===== src/rtl/aes_cbc_pkg.sv =====
// Package for the AES-256 CBC decrypt core: widths, register indexes,
// S-box tables and GF(2^8) helpers. No dependencies.
package aes_cbc_pkg;

  localparam int unsigned RegW   = 64;
  localparam int unsigned RegIdxW = 3;
  localparam int unsigned NumRounds = 14;
  localparam int unsigned NumKeys = 15;
  localparam int unsigned RkIdxW = 4;
  localparam int unsigned NumWords = 60;
  localparam int unsigned WordIdxW = 6;

  typedef enum logic [RegIdxW-1:0] {
    REG_KEY0 = 3'd0,
    REG_KEY1 = 3'd1,
    REG_KEY2 = 3'd2,
    REG_KEY3 = 3'd3,
    REG_IV_HI = 3'd4,
    REG_IV_LO = 3'd5
  } reg_idx_t;

  // controller -> datapath commands
  typedef struct packed {
    logic                   kx_start;   // load key words into expander window
    logic                   kx_step;    // produce next key word
    logic                   blk_load;   // take the input beat, add round key 14
    logic                   rnd_step;   // one inverse round
    logic                   rnd_last;   // final round has no InvMixColumns
    logic [RkIdxW-1:0]      rk_sel;     // round key used in this cycle
    logic                   out_load;   // latch plaintext into output reg
  } dp_cmd_t;

  typedef struct packed {
    logic kx_done;
  } dp_sts_t;

  localparam logic [7:0] FWD_SBOX [256] = '{
    8'h63,8'h7c,8'h77,8'h7b,8'hf2,8'h6b,8'h6f,8'hc5,8'h30,8'h01,8'h67,8'h2b,8'hfe,8'hd7,8'hab,8'h76,
    8'hca,8'h82,8'hc9,8'h7d,8'hfa,8'h59,8'h47,8'hf0,8'had,8'hd4,8'ha2,8'haf,8'h9c,8'ha4,8'h72,8'hc0,
    8'hb7,8'hfd,8'h93,8'h26,8'h36,8'h3f,8'hf7,8'hcc,8'h34,8'ha5,8'he5,8'hf1,8'h71,8'hd8,8'h31,8'h15,
    8'h04,8'hc7,8'h23,8'hc3,8'h18,8'h96,8'h05,8'h9a,8'h07,8'h12,8'h80,8'he2,8'heb,8'h27,8'hb2,8'h75,
    8'h09,8'h83,8'h2c,8'h1a,8'h1b,8'h6e,8'h5a,8'ha0,8'h52,8'h3b,8'hd6,8'hb3,8'h29,8'he3,8'h2f,8'h84,
    8'h53,8'hd1,8'h00,8'hed,8'h20,8'hfc,8'hb1,8'h5b,8'h6a,8'hcb,8'hbe,8'h39,8'h4a,8'h4c,8'h58,8'hcf,
    8'hd0,8'hef,8'haa,8'hfb,8'h43,8'h4d,8'h33,8'h85,8'h45,8'hf9,8'h02,8'h7f,8'h50,8'h3c,8'h9f,8'ha8,
    8'h51,8'ha3,8'h40,8'h8f,8'h92,8'h9d,8'h38,8'hf5,8'hbc,8'hb6,8'hda,8'h21,8'h10,8'hff,8'hf3,8'hd2,
    8'hcd,8'h0c,8'h13,8'hec,8'h5f,8'h97,8'h44,8'h17,8'hc4,8'ha7,8'h7e,8'h3d,8'h64,8'h5d,8'h19,8'h73,
    8'h60,8'h81,8'h4f,8'hdc,8'h22,8'h2a,8'h90,8'h88,8'h46,8'hee,8'hb8,8'h14,8'hde,8'h5e,8'h0b,8'hdb,
    8'he0,8'h32,8'h3a,8'h0a,8'h49,8'h06,8'h24,8'h5c,8'hc2,8'hd3,8'hac,8'h62,8'h91,8'h95,8'he4,8'h79,
    8'he7,8'hc8,8'h37,8'h6d,8'h8d,8'hd5,8'h4e,8'ha9,8'h6c,8'h56,8'hf4,8'hea,8'h65,8'h7a,8'hae,8'h08,
    8'hba,8'h78,8'h25,8'h2e,8'h1c,8'ha6,8'hb4,8'hc6,8'he8,8'hdd,8'h74,8'h1f,8'h4b,8'hbd,8'h8b,8'h8a,
    8'h70,8'h3e,8'hb5,8'h66,8'h48,8'h03,8'hf6,8'h0e,8'h61,8'h35,8'h57,8'hb9,8'h86,8'hc1,8'h1d,8'h9e,
    8'he1,8'hf8,8'h98,8'h11,8'h69,8'hd9,8'h8e,8'h94,8'h9b,8'h1e,8'h87,8'he9,8'hce,8'h55,8'h28,8'hdf,
    8'h8c,8'ha1,8'h89,8'h0d,8'hbf,8'he6,8'h42,8'h68,8'h41,8'h99,8'h2d,8'h0f,8'hb0,8'h54,8'hbb,8'h16
  };

  localparam logic [7:0] INV_SBOX [256] = '{
    8'h52,8'h09,8'h6a,8'hd5,8'h30,8'h36,8'ha5,8'h38,8'hbf,8'h40,8'ha3,8'h9e,8'h81,8'hf3,8'hd7,8'hfb,
    8'h7c,8'he3,8'h39,8'h82,8'h9b,8'h2f,8'hff,8'h87,8'h34,8'h8e,8'h43,8'h44,8'hc4,8'hde,8'he9,8'hcb,
    8'h54,8'h7b,8'h94,8'h32,8'ha6,8'hc2,8'h23,8'h3d,8'hee,8'h4c,8'h95,8'h0b,8'h42,8'hfa,8'hc3,8'h4e,
    8'h08,8'h2e,8'ha1,8'h66,8'h28,8'hd9,8'h24,8'hb2,8'h76,8'h5b,8'ha2,8'h49,8'h6d,8'h8b,8'hd1,8'h25,
    8'h72,8'hf8,8'hf6,8'h64,8'h86,8'h68,8'h98,8'h16,8'hd4,8'ha4,8'h5c,8'hcc,8'h5d,8'h65,8'hb6,8'h92,
    8'h6c,8'h70,8'h48,8'h50,8'hfd,8'hed,8'hb9,8'hda,8'h5e,8'h15,8'h46,8'h57,8'ha7,8'h8d,8'h9d,8'h84,
    8'h90,8'hd8,8'hab,8'h00,8'h8c,8'hbc,8'hd3,8'h0a,8'hf7,8'he4,8'h58,8'h05,8'hb8,8'hb3,8'h45,8'h06,
    8'hd0,8'h2c,8'h1e,8'h8f,8'hca,8'h3f,8'h0f,8'h02,8'hc1,8'haf,8'hbd,8'h03,8'h01,8'h13,8'h8a,8'h6b,
    8'h3a,8'h91,8'h11,8'h41,8'h4f,8'h67,8'hdc,8'hea,8'h97,8'hf2,8'hcf,8'hce,8'hf0,8'hb4,8'he6,8'h73,
    8'h96,8'hac,8'h74,8'h22,8'he7,8'had,8'h35,8'h85,8'he2,8'hf9,8'h37,8'he8,8'h1c,8'h75,8'hdf,8'h6e,
    8'h47,8'hf1,8'h1a,8'h71,8'h1d,8'h29,8'hc5,8'h89,8'h6f,8'hb7,8'h62,8'h0e,8'haa,8'h18,8'hbe,8'h1b,
    8'hfc,8'h56,8'h3e,8'h4b,8'hc6,8'hd2,8'h79,8'h20,8'h9a,8'hdb,8'hc0,8'hfe,8'h78,8'hcd,8'h5a,8'hf4,
    8'h1f,8'hdd,8'ha8,8'h33,8'h88,8'h07,8'hc7,8'h31,8'hb1,8'h12,8'h10,8'h59,8'h27,8'h80,8'hec,8'h5f,
    8'h60,8'h51,8'h7f,8'ha9,8'h19,8'hb5,8'h4a,8'h0d,8'h2d,8'he5,8'h7a,8'h9f,8'h93,8'hc9,8'h9c,8'hef,
    8'ha0,8'he0,8'h3b,8'h4d,8'hae,8'h2a,8'hf5,8'hb0,8'hc8,8'heb,8'hbb,8'h3c,8'h83,8'h53,8'h99,8'h61,
    8'h17,8'h2b,8'h04,8'h7e,8'hba,8'h77,8'hd6,8'h26,8'he1,8'h69,8'h14,8'h63,8'h55,8'h21,8'h0c,8'h7d
  };

  function automatic logic [7:0] xt(input logic [7:0] x);
    xt = {x[6:0], 1'b0} ^ (x[7] ? 8'h1b : 8'h00);
  endfunction

  // x*9, x*11, x*13, x*14 from x, 2x, 4x, 8x
  function automatic logic [31:0] inv_mix_col(input logic [31:0] col);
    logic [7:0] a [4];
    logic [7:0] m9 [4];
    logic [7:0] mb [4];
    logic [7:0] md [4];
    logic [7:0] me [4];
    logic [7:0] x2, x4, x8;
    for (int i = 0; i < 4; i++) begin
      a[i] = col[31-8*i -: 8];
      x2 = xt(a[i]);
      x4 = xt(x2);
      x8 = xt(x4);
      m9[i] = x8 ^ a[i];
      mb[i] = x8 ^ x2 ^ a[i];
      md[i] = x8 ^ x4 ^ a[i];
      me[i] = x8 ^ x4 ^ x2;
    end
    inv_mix_col = {me[0] ^ mb[1] ^ md[2] ^ m9[3],
                   m9[0] ^ me[1] ^ mb[2] ^ md[3],
                   md[0] ^ m9[1] ^ me[2] ^ mb[3],
                   mb[0] ^ md[1] ^ m9[2] ^ me[3]};
  endfunction

endpackage


===== src/rtl/aes_cbc_ctrl.sv =====
// Controller FSM for the AES-256 CBC decrypt core.
// Depends on aes_cbc_pkg.
module aes_cbc_ctrl (
  input  logic                  clk,
  input  logic                  rst,
  input  logic                  keys_ready,
  input  logic                  in_valid,
  output logic                  in_ready,
  output logic                  out_valid,
  input  logic                  out_ready,
  output aes_cbc_pkg::dp_cmd_t  cmd,
  input  aes_cbc_pkg::dp_sts_t  sts
);
  import aes_cbc_pkg::*;

  typedef enum logic [4:0] {
    ST_IDLE = 5'b00001,
    ST_KEXP = 5'b00010,
    ST_RND  = 5'b00100,
    ST_DONE = 5'b01000,
    ST_OUT  = 5'b10000
  } state_t;

  state_t state, state_next;
  logic [RkIdxW-1:0] rnd, rnd_next;
  logic out_full, out_full_next;

  assign out_valid = out_full;
  // accept a new block while the previous result waits, if keys are expanded
  assign in_ready = (state == ST_IDLE) && keys_ready;

  always_comb begin
    state_next = state;
    rnd_next = rnd;
    out_full_next = out_full;
    cmd = '0;
    cmd.rk_sel = rnd;
    if (out_full && out_ready) out_full_next = 1'b0;
    case (state)
      ST_IDLE: begin
        // expand on demand, once a beat is offered, from the current key
        if (in_valid && !keys_ready) begin
          cmd.kx_start = 1'b1;
          state_next = ST_KEXP;
        end else if (in_valid) begin
          cmd.blk_load = 1'b1;
          cmd.rk_sel = RkIdxW'(NumRounds);
          rnd_next = RkIdxW'(NumRounds - 1);
          state_next = ST_RND;
        end
      end
      ST_KEXP: begin
        cmd.kx_step = 1'b1;
        if (sts.kx_done) state_next = ST_IDLE;
      end
      ST_RND: begin
        cmd.rnd_step = 1'b1;
        cmd.rnd_last = (rnd == '0);
        rnd_next = rnd - 1'b1;
        if (rnd == '0) state_next = ST_DONE;
      end
      ST_DONE: begin
        if (!out_full_next) begin
          cmd.out_load = 1'b1;
          out_full_next = 1'b1;
          state_next = ST_IDLE;
        end
      end
      default: state_next = ST_IDLE;
    endcase
  end

  always_ff @(posedge clk) begin
    if (rst) begin
      state <= ST_IDLE;
      rnd <= '0;
      out_full <= 1'b0;
    end else begin
      state <= state_next;
      rnd <= rnd_next;
      out_full <= out_full_next;
    end
  end
endmodule


===== config.mk =====
export PLATFORM = sky130hd
export DESIGN_NAME = aes_cbc_ctrl
export DESIGN_NICKNAME = d
export VERILOG_FILES = /design/src/rtl/aes_cbc_pkg.sv /design/src/rtl/aes_cbc_ctrl.sv
export SDC_FILE = /design/constraint.sdc
export NUM_CORES = 1
export LEC_CHECK = 0
export BUFFER_PORTS_ARGS = -buffer_cell sky130_fd_sc_hd__buf_2
export CAP_MARGIN = 10
export CORE_AREA = 2 2 39 41
export DETAILED_ROUTE_END_ITERATION = 12
export DIE_AREA = 0 0 41 43
export GPL_ROUTABILITY_DRIVEN = 1
export HOLD_SLACK_MARGIN = 0.1
export PLACE_DENSITY = 0.65
export SYNTH_ARGS = -nofsm -noshare
export SYNTH_HDL_FRONTEND = slang
export SYNTH_SLANG_ARGS = --single-unit

===== constraint.sdc =====
create_clock -name clk -period 2.1 [get_ports clk]
set_input_delay 0.21 -clock clk [delete_from_list [all_inputs] [get_ports clk]]
set_output_delay 0.21 -clock clk [all_outputs]
set_load 0.01 [all_outputs]

==> results.md <==
* Outcome: finished clean
* Rows at 14
* Worst hold path type: in -> reg
* CTS tree: built
* Largest net degree at the start of global routing at 10
* Initial Util at 38.1%
* Post-Syn Area at 527 um2
* Placeable core region at 1380 um2
* Reported leakage power at 0.302 nW
* Share of the synthesized area in the top cell type at 34.2%
* P&R area growth vs syn at 22.8%
* Most used DFF post-synth: dfxtp_1
* Sum Neg Setup Slack at 0 ps
* Placement Cell Area at 621 um2
* Avg Synthesized Cell Area at 8.50 um2
* Area of the multi-input gates at 312 um2
* Routed Wire Length at 1090 um
* Die Wd at 41 um
* Vias in the first global route at 379
* Layout cells sized above 1 at 32.1%
* RSZ-0062 raised after global routing: no
* Slew Limit Fails at 0
* Num CTS Buffers at 3
* Setup Fix Bufs, Post-CTS at 0
* Nets at 89
* Max-slew headroom at 75.3%
* Clk_skew at 0.399 ps
* Final GP Congestion at 0.742
* Setup crit start kind: register
* Number of enable flip-flop cells after synthesis at 0
* Worst-margin pin slew at 369 ps
* CTS Sinks at 9
* CP arrival at 1680 ps
* F_max at 0.530 GHz
* Distinct cells, synth at 31
* FF-to-FF setup slack at 670 ps
* Power density over cell area at 659 nW/um2
* Ports at 18
* Vias at 504
* Htree depth at 1
* Worst setup EP type: output port
* Worst-skew pair later-pin latency at 260 ps
* Detailed Routing Iterations Pass 1 at 4
* First-pass GRT wire length at 1480 um
* Fillers at 149
* Die height at 43 um
* Hold_buf cts at 0
* Crit Path Category: reg -> out
* Final clock period utilization by the worst path at 89.9%
* Register area at 180 um2
* Min Hold Slack at 239 ps
* Cell taking the most area after synthesis: dfxtp_1
* DR WL/cell at 11.3 um
* CTS root buf: clkbuf_4
* Synth Warn # at 0
* Count of final hold-check violations at 0
* Syn Inst Count at 62
* Final total power at 426 uW
* Seq cells post-synth at 9
* Vias per cell at 5.20
* Initial antenna violation count at 0
* Setup Viol. Count Final at 0
* Dpl ws at 493 ps
* Initial DRC count at 7
* Inst Count DP at 93
* Syn nets at 69
* Max cap viols at 0
* ANT nets after route at 0
* N_diodes at 0
* Drc violations at 0
* Cell area after layout at 647 um2
* Final core utilization at 46.7%
* Crit path time final at 1890 ps
* Post-synth top cells: 9 x dfxtp_1, 6 x a21oi_1, 5 x nand2b_1, 5 x nor2_1, 4 x inv_1
* Crit path max fanout at 8
* Die area at 1760 um2
* I/O Buffers at 17
* Critical Path RT at 1890 ps
* Clock Path Buffers at 2
* Ys async rst share at 0%
* Ranking of synthesized cells by area: dfxtp_1 34%, nand2b_1 5.9%, a21oi_1 5.7%, a311o_1 3.8%, nor2_1 3.6%
* Hpwl dp at 838 um
* Max IR drop VDD at 0.326 mV
* Setup ws final at 213 ps
* Clk slew on worst S/H paths at 70 ps
* Post-cts resize count at 0
* Count leader, synth: dfxtp_1
* Layout Cells excl Fill at 97
* Global route overflow at 0
* Sequential fraction of the synthesis area at 34.2%
* GR Util All Layers at 12.5%
## worst paths after layout
path	cells after the start	start	endpoint
setup / recovery	5	state[3]$_SDFFE_PP0P_	cmd[1]
hold / removal	3	sts	state[1]$_SDFFE_PP0P_
setup reg to reg	4	state[3]$_SDFFE_PP0P_	rnd[0]$_SDFFE_PP0P_
hold reg to reg	2	out_valid$_SDFF_PP0_	out_valid$_SDFF_PP0_
## area by class of cell
class | instances | area share (%)
sequential | 9 | 27.9
multi-input combinational | 45 | 48.2
inverter | 6 | 3.68
clock buffer | 4 | 4.06
timing repair buffer | 17 | 13.2
tap | 16 | 3.09
## report_power, final
part	switching (mW)	internal [mW]	total, mW
Sequential	0.0125	0.182	0.194
Clock	0.0649	0.0733	0.138
Combinational	0.0481	0.0458	0.0939
Total	0.125	0.301	0.426
## routing by layer
metal  vias up  routed length, um  part of all wire [%]  track usage (%)
li1        260                  -                     -                -
met1       232                509                    47             15.9
met2        10                529                    48             17.8
met3         2                 39                   3.6             3.14
met4         0                 15                   1.4             8.00
met5         -                  0                     0                0
## layout by cell type, fill, tap and decap left out, types with 2 or more instances in the layout
cell      instances
a21oi_1           6
a311o_1           2
and2_1            2
buf_2            17
clkbuf_4          3
dfxtp_1           9
inv_1             4
nand2_1           3
nand2b_1          5
nand3b_1          2
nor2_1            5
nor2b_1           2
o31a_1            2
## worst max-delay path, cell delays in order, from the launching register on
cell	delay (ps)
dfxtp_1	380
nor4b_2	410
nand3_1	290
clkinv_1	160
nor2_1	50
buf_2	130
## registers in the layout, summed over array words and instances, names as in the netlist
| register | cells |
|---|---|
| state | 4 |
| rnd | 4 |
| out_valid | 1 |
## cell families after synthesis
family / synth area share (%)
simple gates: 37.8
compound gates: 19.0
flops: 34.2
buf+inv: 6.65
fa+ha+maj: 2.37
Power figures use the tool's default switching activity.
